### src/design/planar_shadow_matrix_assert.svh
// assertion macros used by the rtl of the shadow matrix block
`ifndef PLANAR_SHADOW_MATRIX_ASSERT_SVH
`define PLANAR_SHADOW_MATRIX_ASSERT_SVH

// condition holds in the same cycle
`define PSM_ASSERT_SAME(label, ante, cons) \
  label: assert property (@(posedge clk) disable iff (!rst_n) (ante) |-> (cons)) \
    else $error("shadow matrix check failed");

// condition holds in the following cycle
`define PSM_ASSERT_NEXT(label, ante, cons) \
  label: assert property (@(posedge clk) disable iff (!rst_n) (ante) |=> (cons)) \
    else $error("shadow matrix check failed");

`endif

### src/design/psm_pkg.sv
`default_nettype none

package psm_pkg;

  localparam int unsigned VAL_W  = 16;
  localparam int unsigned TR_W   = 32;
  localparam int unsigned HGT_W  = 20;
  localparam int unsigned SUM_W  = 18;
  localparam int unsigned FRAC_W = 12;
  localparam int unsigned NUM_W  = HGT_W;
  localparam int unsigned DVD_W  = NUM_W + FRAC_W;
  localparam int unsigned ACC_W  = TR_W + FRAC_W;
  localparam int unsigned CNT_W  = $clog2(DVD_W);

  localparam logic [1:0] REQ_LIGHT  = 2'd0;
  localparam logic [1:0] REQ_COLUMN = 2'd1;
  localparam logic [1:0] REQ_TRANS  = 2'd2;
  localparam logic [1:0] REQ_NONE   = 2'd3;

  typedef struct packed {
    logic [1:0]              req_type;
    logic signed [VAL_W-1:0] val_a;
    logic signed [VAL_W-1:0] val_b;
    logic signed [VAL_W-1:0] val_c;
    logic signed [TR_W-1:0]  trans_x;
    logic signed [TR_W-1:0]  trans_y;
    logic signed [TR_W-1:0]  trans_z;
    logic signed [HGT_W-1:0] height;
  } in_item_t;

  typedef struct packed {
    logic signed [VAL_W-1:0] res_top;
    logic signed [VAL_W-1:0] res_mid;
    logic signed [VAL_W-1:0] res_bottom;
    logic signed [TR_W-1:0]  res_tx;
    logic signed [TR_W-1:0]  res_ty;
    logic signed [TR_W-1:0]  res_tz;
    logic                    res_kind;
    logic                    last;
  } out_item_t;

endpackage

`default_nettype wire

### src/design/psm_div_mac.sv
`default_nettype none

// restoring divider, one quotient bit a cycle msb first; each bit is folded
// straight into two shift-add accumulators, so the products finish with it
module psm_div_mac (
  input  logic                       clk,
  input  logic                       rst_n,
  input  logic                       load,
  input  logic [psm_pkg::DVD_W-1:0] dividend,
  input  logic [psm_pkg::SUM_W-1:0] divisor,
  input  logic [psm_pkg::SUM_W-1:0] mag_x,
  input  logic [psm_pkg::SUM_W-1:0] mag_z,
  output logic                       done,
  output logic [psm_pkg::ACC_W-1:0] prod_x,
  output logic [psm_pkg::ACC_W-1:0] prod_z
);

  logic                       run_r, run_nxt;
  logic                       done_r, done_nxt;
  logic [psm_pkg::CNT_W-1:0]  cnt_r, cnt_nxt;
  logic [psm_pkg::DVD_W-1:0]  dvd_r, dvd_nxt;
  logic [psm_pkg::SUM_W-1:0]  rem_r, rem_nxt;
  logic [psm_pkg::SUM_W-1:0]  dsr_r, dsr_nxt;
  logic [psm_pkg::SUM_W-1:0]  mx_r, mx_nxt;
  logic [psm_pkg::SUM_W-1:0]  mz_r, mz_nxt;
  logic [psm_pkg::ACC_W-1:0]  px_r, px_nxt;
  logic [psm_pkg::ACC_W-1:0]  pz_r, pz_nxt;
  logic [psm_pkg::SUM_W:0]    rem_sh;
  logic [psm_pkg::SUM_W:0]    rem_sub;
  logic                       qbit;

  always_comb begin
    rem_sh  = {rem_r, dvd_r[psm_pkg::DVD_W-1]};
    rem_sub = rem_sh - {1'b0, dsr_r};
    qbit    = (rem_sh >= {1'b0, dsr_r});

    run_nxt  = run_r;
    done_nxt = 1'b0;
    cnt_nxt  = cnt_r;
    dvd_nxt  = dvd_r;
    rem_nxt  = rem_r;
    dsr_nxt  = dsr_r;
    mx_nxt   = mx_r;
    mz_nxt   = mz_r;
    px_nxt   = px_r;
    pz_nxt   = pz_r;

    if (load) begin
      run_nxt = 1'b1;
      cnt_nxt = psm_pkg::CNT_W'(psm_pkg::DVD_W - 1);
      dvd_nxt = dividend;
      rem_nxt = '0;
      dsr_nxt = divisor;
      mx_nxt  = mag_x;
      mz_nxt  = mag_z;
      px_nxt  = '0;
      pz_nxt  = '0;
    end else if (run_r) begin
      dvd_nxt = {dvd_r[psm_pkg::DVD_W-2:0], 1'b0};
      rem_nxt = qbit ? rem_sub[psm_pkg::SUM_W-1:0] : rem_sh[psm_pkg::SUM_W-1:0];
      px_nxt  = {px_r[psm_pkg::ACC_W-2:0], 1'b0}
              + (qbit ? psm_pkg::ACC_W'(mx_r) : '0);
      pz_nxt  = {pz_r[psm_pkg::ACC_W-2:0], 1'b0}
              + (qbit ? psm_pkg::ACC_W'(mz_r) : '0);
      if (cnt_r == '0) begin
        run_nxt  = 1'b0;
        done_nxt = 1'b1;
      end else begin
        cnt_nxt = cnt_r - 1'b1;
      end
    end
  end

  always_ff @(posedge clk) begin
    if (!rst_n) begin
      run_r  <= 1'b0;
      done_r <= 1'b0;
      cnt_r  <= '0;
    end else begin
      run_r  <= run_nxt;
      done_r <= done_nxt;
      cnt_r  <= cnt_nxt;
    end
  end

  always_ff @(posedge clk) begin
    dvd_r <= dvd_nxt;
    rem_r <= rem_nxt;
    dsr_r <= dsr_nxt;
    mx_r  <= mx_nxt;
    mz_r  <= mz_nxt;
    px_r  <= px_nxt;
    pz_r  <= pz_nxt;
  end

  assign done   = done_r;
  assign prod_x = px_r;
  assign prod_z = pz_r;

endmodule

`default_nettype wire

### src/design/planar_shadow_matrix.sv
// light row: taken while busy stays low, no result.
// column or translation with sum_y negative: the accepting edge loads the
// 32-step bit-serial divide/accumulate unit; its done flag, then the strobe, are registered.
// column or translation with sum_y not negative: ST_FIN, then the registered strobe.
// a new transaction is taken in the strobe cycle; the receiver cannot stall.
// synchronous active-low reset clears the sums, the sequencer and the strobe.
`default_nettype none
`include "planar_shadow_matrix_assert.svh"

module planar_shadow_matrix (
  input  logic               clk,
  input  logic               rst_n,
  input  logic               start,
  output logic               busy,
  input  psm_pkg::in_item_t  in_item,
  output logic               out_valid,
  output psm_pkg::out_item_t out_item
);

  localparam logic [1:0] ST_IDLE = 2'd0;
  localparam logic [1:0] ST_DIV  = 2'd1;
  localparam logic [1:0] ST_FIN  = 2'd2;

  logic [1:0]                 state_r, state_nxt;
  logic [psm_pkg::SUM_W-1:0]  sum_x_r, sum_x_nxt;
  logic [psm_pkg::SUM_W-1:0]  sum_y_r, sum_y_nxt;
  logic [psm_pkg::SUM_W-1:0]  sum_z_r, sum_z_nxt;
  logic                       shear_r, shear_nxt;
  logic                       out_valid_r, out_valid_nxt;
  psm_pkg::in_item_t          in_r, in_nxt;
  psm_pkg::out_item_t         out_r, out_nxt;

  logic                       accept;
  logic                       sy_neg;
  logic                       div_load;
  logic                       div_done;
  logic                       fin;
  logic [psm_pkg::NUM_W-1:0]  num;
  logic [psm_pkg::NUM_W-1:0]  num_mag;
  logic [psm_pkg::SUM_W-1:0]  mag_x, mag_z, mag_y;
  logic [psm_pkg::ACC_W-1:0]  prod_x, prod_z;
  logic                       is_trans;
  logic                       num_neg;
  logic                       x_neg, z_neg;
  logic [psm_pkg::TR_W-1:0]   adj_x, adj_z;
  logic [psm_pkg::TR_W-1:0]   base_x, base_z;
  logic [psm_pkg::TR_W-1:0]   new_x, new_z;
  logic [psm_pkg::TR_W-1:0]   new_y;

  assign accept = start && !busy;
  assign sy_neg = sum_y_r[psm_pkg::SUM_W-1];

  // shear numerator: column middle, or the plane height
  assign num     = (in_item.req_type == psm_pkg::REQ_TRANS) ? in_item.height
                 : {{(psm_pkg::NUM_W - psm_pkg::VAL_W){in_item.val_b[psm_pkg::VAL_W-1]}},
                    in_item.val_b};
  assign num_mag = num[psm_pkg::NUM_W-1] ? (~num + 1'b1) : num;
  assign mag_x   = sum_x_r[psm_pkg::SUM_W-1] ? (~sum_x_r + 1'b1) : sum_x_r;
  assign mag_y   = ~sum_y_r + 1'b1;
  assign mag_z   = sum_z_r[psm_pkg::SUM_W-1] ? (~sum_z_r + 1'b1) : sum_z_r;

  assign div_load = accept && sy_neg
                 && ((in_item.req_type == psm_pkg::REQ_COLUMN)
                  || (in_item.req_type == psm_pkg::REQ_TRANS));

  psm_div_mac u_div_mac (
    .clk      (clk),
    .rst_n    (rst_n),
    .load     (div_load),
    .dividend ({num_mag, {psm_pkg::FRAC_W{1'b0}}}),
    .divisor  (mag_y),
    .mag_x    (mag_x),
    .mag_z    (mag_z),
    .done     (div_done),
    .prod_x   (prod_x),
    .prod_z   (prod_z)
  );

  assign fin      = (state_r == ST_FIN) || ((state_r == ST_DIV) && div_done);
  assign is_trans = (in_r.req_type == psm_pkg::REQ_TRANS);
  assign num_neg  = is_trans ? in_r.height[psm_pkg::HGT_W-1]
                             : in_r.val_b[psm_pkg::VAL_W-1];

  // k takes the opposite sign of the numerator since sum_y is negative
  assign x_neg = sum_x_r[psm_pkg::SUM_W-1] ^ ~num_neg;
  assign z_neg = sum_z_r[psm_pkg::SUM_W-1] ^ ~num_neg;
  assign adj_x = shear_r ? prod_x[psm_pkg::ACC_W-1:psm_pkg::FRAC_W] : '0;
  assign adj_z = shear_r ? prod_z[psm_pkg::ACC_W-1:psm_pkg::FRAC_W] : '0;

  assign base_x = is_trans ? in_r.trans_x
                : {{(psm_pkg::TR_W - psm_pkg::VAL_W){in_r.val_a[psm_pkg::VAL_W-1]}},
                   in_r.val_a};
  assign base_z = is_trans ? in_r.trans_z
                : {{(psm_pkg::TR_W - psm_pkg::VAL_W){in_r.val_c[psm_pkg::VAL_W-1]}},
                   in_r.val_c};
  assign new_x  = x_neg ? (base_x + adj_x) : (base_x - adj_x);
  assign new_z  = z_neg ? (base_z + adj_z) : (base_z - adj_z);
  assign new_y  = in_r.trans_y
                - {{(psm_pkg::TR_W - psm_pkg::HGT_W){in_r.height[psm_pkg::HGT_W-1]}},
                   in_r.height};

  always_comb begin
    state_nxt     = state_r;
    sum_x_nxt     = sum_x_r;
    sum_y_nxt     = sum_y_r;
    sum_z_nxt     = sum_z_r;
    shear_nxt     = shear_r;
    in_nxt        = in_r;
    out_nxt       = out_r;
    out_valid_nxt = fin;

    unique case (state_r)
      ST_IDLE: begin
        if (accept) begin
          unique case (in_item.req_type)
            psm_pkg::REQ_LIGHT: begin
              sum_x_nxt = sum_x_r + psm_pkg::SUM_W'(in_item.val_a);
              sum_y_nxt = sum_y_r + psm_pkg::SUM_W'(in_item.val_b);
              sum_z_nxt = sum_z_r + psm_pkg::SUM_W'(in_item.val_c);
            end
            psm_pkg::REQ_COLUMN, psm_pkg::REQ_TRANS: begin
              in_nxt    = in_item;
              shear_nxt = sy_neg;
              state_nxt = sy_neg ? ST_DIV : ST_FIN;
            end
            psm_pkg::REQ_NONE: begin
            end
            default: begin
            end
          endcase
        end
      end
      ST_DIV: begin
        if (div_done) begin
          state_nxt = ST_IDLE;
        end
      end
      ST_FIN: begin
        state_nxt = ST_IDLE;
      end
      default: begin
        state_nxt = ST_IDLE;
      end
    endcase

    if (fin) begin
      out_nxt = '0;
      if (is_trans) begin
        out_nxt.res_tx   = new_x;
        out_nxt.res_ty   = new_y;
        out_nxt.res_tz   = new_z;
        out_nxt.res_kind = 1'b1;
        out_nxt.last     = 1'b1;
        sum_x_nxt        = '0;
        sum_y_nxt        = '0;
        sum_z_nxt        = '0;
      end else begin
        out_nxt.res_top    = new_x[psm_pkg::VAL_W-1:0];
        out_nxt.res_bottom = new_z[psm_pkg::VAL_W-1:0];
      end
    end
  end

  always_ff @(posedge clk) begin
    if (!rst_n) begin
      state_r     <= ST_IDLE;
      sum_x_r     <= '0;
      sum_y_r     <= '0;
      sum_z_r     <= '0;
      shear_r     <= 1'b0;
      out_valid_r <= 1'b0;
    end else begin
      state_r     <= state_nxt;
      sum_x_r     <= sum_x_nxt;
      sum_y_r     <= sum_y_nxt;
      sum_z_r     <= sum_z_nxt;
      shear_r     <= shear_nxt;
      out_valid_r <= out_valid_nxt;
    end
  end

  always_ff @(posedge clk) begin
    in_r  <= in_nxt;
    out_r <= out_nxt;
  end

  assign busy      = (state_r != ST_IDLE);
  assign out_valid = out_valid_r;
  assign out_item  = out_r;

  `PSM_ASSERT_NEXT(a_strobe_single, out_valid, !out_valid)
  `PSM_ASSERT_NEXT(a_light_no_busy,
    accept && (in_item.req_type == psm_pkg::REQ_LIGHT), !busy)
  `PSM_ASSERT_SAME(a_last_clears_sums, out_valid && out_item.last,
    (sum_x_r == '0) && (sum_y_r == '0) && (sum_z_r == '0))
  `PSM_ASSERT_SAME(a_mid_zero, out_valid, out_item.res_mid == '0)

endmodule

`default_nettype wire

### config.mk
export PLATFORM = sky130hd
export DESIGN_NAME = planar_shadow_matrix
export DESIGN_NICKNAME = d
export VERILOG_FILES = /design/src/design/psm_pkg.sv /design/src/design/psm_div_mac.sv /design/src/design/planar_shadow_matrix.sv
export VERILOG_INCLUDE_DIRS = /design/src /design/src/design
export SDC_FILE = /design/constraint.sdc
export NUM_CORES = 1
export LEC_CHECK = 0
export ABC_AREA = 1
export ABC_CLOCK_PERIOD_IN_PS = 10500
export BUFFER_PORTS_ARGS = -buffer_cell sky130_fd_sc_hd__buf_4
export CAP_MARGIN = 25
export CORE_AREA = 2 2 261 263
export CTS_CLUSTER_DIAMETER = 150
export CTS_CLUSTER_SIZE = 30
export DETAILED_ROUTE_END_ITERATION = 8
export DIE_AREA = 0 0 263 265
export MAX_ROUTING_LAYER = met4
export PLACE_DENSITY = 0.83
export SETUP_SLACK_MARGIN = 0.15
export SLEW_MARGIN = 5
export SYNTH_ARGS = -nofsm -noshare
export SYNTH_HDL_FRONTEND = slang
export SYNTH_SLANG_ARGS = --single-unit
### constraint.sdc
create_clock -name clk -period 10.5 [get_ports clk]
set_clock_uncertainty 0.1 [all_clocks]
set_input_delay 0 -clock clk [delete_from_list [all_inputs] [get_ports clk]]
set_output_delay 0 -clock clk [all_outputs]
set_load 0.03 [all_outputs]
Yosys cells after proc, flatten, opt, wreduce, memory -nomap -nowiden:

Cells that the tools add are included.

* register bits after elaboration: 541
* output and inout port bits: 148
* word-level logic and storage cells: 129

* $add $sub $neg: 16
* magnitude comparators: 1
* eq/ne operators: 9
* multiplexer cells: 44
* bitwise operators: 9
* reductions and logical operators: 17

Operators with widths (number)
* 18-bit two-way mux: 18
* 32-bit two-way mux: 8
* 32-bit subtractor: 3
* 44-bit adder: 2
* 32-bit adder: 2
* 18-bit by 1-bit adder with 18-bit output, second input constant: 3
* 18-bit adder: 3
* 18-bit NOT: 3
* 20-bit two-way mux: 2
* 17-bit two-way mux: 2
* 20-bit by 1-bit adder with 20-bit output, second input constant: 1
* 20-bit NOT: 1
* 19-bit by 18-bit >= comparator with 1-bit output: 1
* 18-bit subtractor: 1
* 5-bit two-way mux: 3
* 2-bit two-way mux: 5
* 2-bit equality test, second input constant: 3
* 3-bit AND reduction: 2
* 5-bit logical NOT: 1
* 1-bit two-way mux: 5
* 5-bit by 1-bit subtractor with 5-bit output, second input constant: 1
* 2-bit by 1-bit equality test with 1-bit output, second input constant: 2
* 1-bit logical AND: 4
* 2-bit logical NOT: 2
* 11 further kinds: 18

Depth between registers and ports, before layout:

* depth in word-level cells: 7
* mapped depth: 30
* gate-level depth less buffers: 30

By module:

From an unflattened synthesis, not the netlist that was laid out.

* cells, all modules: 5311
* area total of the unflattened synthesis: 37325.8 sq um

Modules (own cells, without submodules)
* planar_shadow_matrix: times used 1, cells an instance 3463, area each 25007.7 sq um, seq. area each 9569.2 sq um
* psm_div_mac: times used 1, cells an instance 1848, area each 12318.1 sq um, seq. area each 4844.6 sq um

Worst setup path before layout:

Ideal clock, no wire load.

* path type: reg2reg
* start point: register state_r[1]
* end point: register sum_z_r[14] (netlist bit)
* library setup time: 0.115 ns
* arrival: 10.715 ns
* data required time: 10.285 ns
* slack: -0.431 ns
* cell stages (with the launch flop): 9
* path through: dfxtp_1 > inv_1 > o21ai_0 > a21oi_2 > inv_1 > buf_2 > a21oi_1 > o21ai_0 > inv_1

* elaborated cells on any way between the ends: 12
* those cells by class: eq/ne: 2; mux: 4; reduce/logical: 6

RTL lines
* start: declaration: RTL line planar_shadow_matrix.sv:24 `logic [1:0] state_r, state_nxt;`
* start signal: assignment: RTL line planar_shadow_matrix.sv:173 `state_r <= state_nxt;`
* 2-bit by 1-bit equality test with 1-bit output: RTL line planar_shadow_matrix.sv:79 `assign fin = (state_r == ST_FIN) || ((state_r == ST_DIV) && div_done);`
* 1-bit logical AND: RTL line planar_shadow_matrix.sv:79
* 1-bit logical OR (*): RTL line planar_shadow_matrix.sv:79
* named net fin: RTL line planar_shadow_matrix.sv:37 `logic fin;`
* 18-bit two-way mux (*): RTL line planar_shadow_matrix.sv:146 `if (fin) begin`
* end signal: assignment: RTL line planar_shadow_matrix.sv:176 `sum_z_r <= sum_z_nxt;`
* end: declaration: RTL line planar_shadow_matrix.sv:27 `logic [psm_pkg::SUM_W-1:0] sum_z_r, sum_z_nxt;`

Mark *: on every way through the listed nets, which the timed path passes. The rest lies on a longest branch.
A chain may end at the register's enable or synchronous reset.

Worst setup path in the final report:

* start point: register in_r[165] (netlist bit)
* end point: register out_r, in the netlist out_item[96] (data pin)

* word-level cells in the longest chain between the ends: 5
* elaborated cells on any way between the ends: 8
* those cells by class: add/sub: 2; eq/ne: 1; mux: 3; bitwise: 2

Ends and longest elaborated chain
* start: declaration: RTL line planar_shadow_matrix.sv:30 `psm_pkg::in_item_t in_r, in_nxt;`
* start signal: assignment: RTL line planar_shadow_matrix.sv:183 `in_r <= in_nxt;`
* 2-bit equality test (*): RTL line planar_shadow_matrix.sv:80 `assign is_trans = (in_r.req_type == psm_pkg::REQ_TRANS);`
* parallel branches: the longest is 4 deep, another holds 32-bit subtractor
* end signal: assignment: RTL line planar_shadow_matrix.sv:184 `out_r <= out_nxt;`
* end: declaration: RTL line planar_shadow_matrix.sv:31 `psm_pkg::out_item_t out_r, out_nxt;`

Every way passes the cells marked *.

==> reports/metrics.yaml <==
synth_top_area_cell: "edfxtp_1"
synth_area_um2: 36500
timing.fmax_ghz: 0.195
crit_chain: "nand2_4 > nand2_1 > o21ai_1 > nand2_1 > nand2_1 > clkinv_1 > nor2_1 > xor2_1 > inv_1 > ha_1 > nand2_1 > o21ai_0 > nand2_1 > nand2_1 > nand2_1 > nand2_1 > nand2_1 > a21oi_1 > nor2_1"
grt-busiest-layer: "met2"
cts_tree: "built"
grt_max_degree: 153
synth_seq_cells: 525
postCtsHoldBufs: 226
power.leakage_uw: 0.0207
crit_top_cell: "nand2_1"
grt_use_met2_pct: 52.8
synth_cell_types: 54
end_kind: "flip-flop"
synthToLayoutAreaGrowth_pct: 15.9
fin_util_pct: 63.3
fin_cells: 6482
mostFrequentLayoutCells: "1558 x nand2_1, 721 x inv_1, 553 x nor2_1, 354 x nand3_1, 354 x edfxtp_1"
cp_max_fo: 63
peakVddDrop_v: 0.000144
cp-start-kind: "flip-flop"
finalSetupViolations: 0
grt_pass1_vias: 33100
placed_cells: 6212
clockRootBuffer: "clkbuf_16"
intPower_uw: 3040
syn_inst: 5130
hold_violations: 0
final_common_cell: "nand2_1"
ys.flop_type: "edfxtp_1"
grt_pass1_wl_um: 172000
gp_congestion: 0.988
drive_above_1_share_pct: 7.69
postCtsSetupBuffers: 0
dieWidth_um: 263
critPathArrivalTime_ns: 5.43
die_area_um2: 69700
tns_ns: 0
cts.reportedPaths.clkPinSlew_ns: 0.12
worstMarginPinSlew_ns: 1.23
p_clk_share_pct: 24.4
track_usage_pct: 31.2
seq_area_um2: 14100
syn_avg_cell_area_um2: 7.11
drc: 0
fp-row-count: 95
post_cts_resized: 0
hold_path_class: "in2reg"
switching_share_pct: 30.3
dr.pass1.iters: 6
start_util_pct: 54.6
ys_seq_area_share_pct: 38.5
rsz0062_at_grt: "no"
critical_path.max_stage_delay_ns: 0.62
use_met3_pct: 2.90
multi_input_area_um2: 19100
vias: 35400
worstPathRequired_ns: 10.79
clock_path_buffers: 3
clock_sinks: 525
hpwl_um: 79900
relSlewSlack_pct: 17.7
power_density_nw_per_um2: 103
clkLatencyLatePin_ns: 0.63
grt_overflow: 0
antenna_found_initial: 6
status: "finished clean"
grt_use_met1_pct: 39.6
drv_cap: 0
cts_buffers: 21
vias_per_cell: 5.46
die_h_um: 265
htree_levels: 1
seqPwrFrac_pct: 54.6
p_sw_uw: 1320
crit_slowest_cell: "nand2_1"
yosysWarnings: 0
wl_per_cell_um: 16.7
yosys-top-cells-area: "edfxtp_1 29%, nand2_1 16%, dfxtp_1 9.4%"
maxSlewViolCount: 0
combPwrFrac_pct: 20.9
drt-total-wl_um: 108000
io_buffers: 300
drt_iter0_drc: 3661
synth_edf_count: 354
worstSetupPathType: "reg2reg"
ant_nets: 0
core_area_um2: 66800
synth_top_area_share_pct: 29.2
n_fill_cell: 5952
period_share_pct: 48.9
nNetsFinal: 5972
synthArstFlopShare_pct: 0
pin_count: 317
period_minus_slack_ns: 5.14
[cell usage after synthesis, types with 6 or more instances]
master and count:
a21o_1 14, a21oi_1 307, a31oi_1 8, and2_1 9
buf_1 9, buf_2 36, buf_4 22, buf_6 8
clkbuf_1 47, dfxtp_1 171, edfxtp_1 354, fa_1 9
ha_1 206, inv_1 723, inv_2 10, nand2_1 1559
nand2_2 29, nand2_4 6, nand3_1 354, nand3b_1 20
nand4_1 54, nor2_1 553, nor2_2 11, nor3_1 61
nor4_1 14, o211ai_1 6, o21a_1 7, o21ai_0 250
o21ai_1 25, o21bai_1 15, or2_2 8, xnor2_1 72
xor2_1 102
[cell families after synthesis]
group           share of synthesized area, %
buf+inv                                 9.43
fa+ha+maj                               7.56
simple gates                            30.7
other cells                           0.0103
xor+xnor                                4.22
compound gates                          9.56
flops                                   38.5
[per-stage QoR]
| stage | hold WS, ns | instance area, um^2 | setup slack [ns] | power (uW) |
|---|---|---|---|---|
| after global routing | 0.000554 | 42300 | 4.85 | 4540 |
| after floorplan | -0.00113 | 36500 | 3.13 | 2980 |
| after detailed placement | 0.0792 | 39400 | 5.53 | 3240 |
| final | 0.00858 | 42300 | 5.36 | 4360 |
| after CTS | 0.000201 | 42200 | 5.48 | 4350 |
| after global placement | 0.0783 | 39400 | 5.66 | 3230 |
[final cells by class]
cell class,instances,share of cell area [%]
diodes,6,0.0355
clock buffers,36,1.38
clock inverters,2,0.0592
inverters,737,6.55
multi-input cells,3759,45.1
flip-flops and latches,525,33.3
well taps,873,2.58
repair buffers,544,11.0
[state kept, by name, indices dropped and copies added (netlist names), 20 cells and up]
signal / cells
in_r: 151
out_item: 129
u_div_mac.prod_x: 44
u_div_mac.prod_z: 44
u_div_mac.dvd_r: 20
[path summary, 6_finish.rpt]
path / startpoint / end / slack (ns) / cells after the start
setup / recovery: in_r[165] / out_item[96] / 5.36 / 19
hold / removal: in_item[12] / in_r[12] / 0.009 / 2
setup reg to reg: in_r[165] / out_item[96] / 5.36 / 19
hold reg to reg: u_div_mac.prod_x[0] / u_div_mac.prod_x[0] / 0.37 / 2
[critical path: cells and delay by family (launching register included)]
family	cells	cell delay, ns
simple gates	12	2.40
flops	1	0.43
fa+ha+maj	1	0.34
buf+inv	2	0.55
xor+xnor	1	0.16
compound gates	3	0.89
[power groups by stage]
stage	clock [uW]	sequential [uW]	combinational, uW
5_1_grt	1140	2390	1000
6_report	1070	2380	912
4_1_cts	1080	2380	889
2_1_floorplan	0	2440	534
3_3_place_gp	0	2430	800
3_5_place_dp	0	2430	814
[routing by layer]
metal	wire, um	share of wire [%]
met5	0	0
met4	3550	3.3
met3	7370	6.8
met2	52200	48
met1	45300	42
No activity file was read; power rests on OpenSTA's default activity.
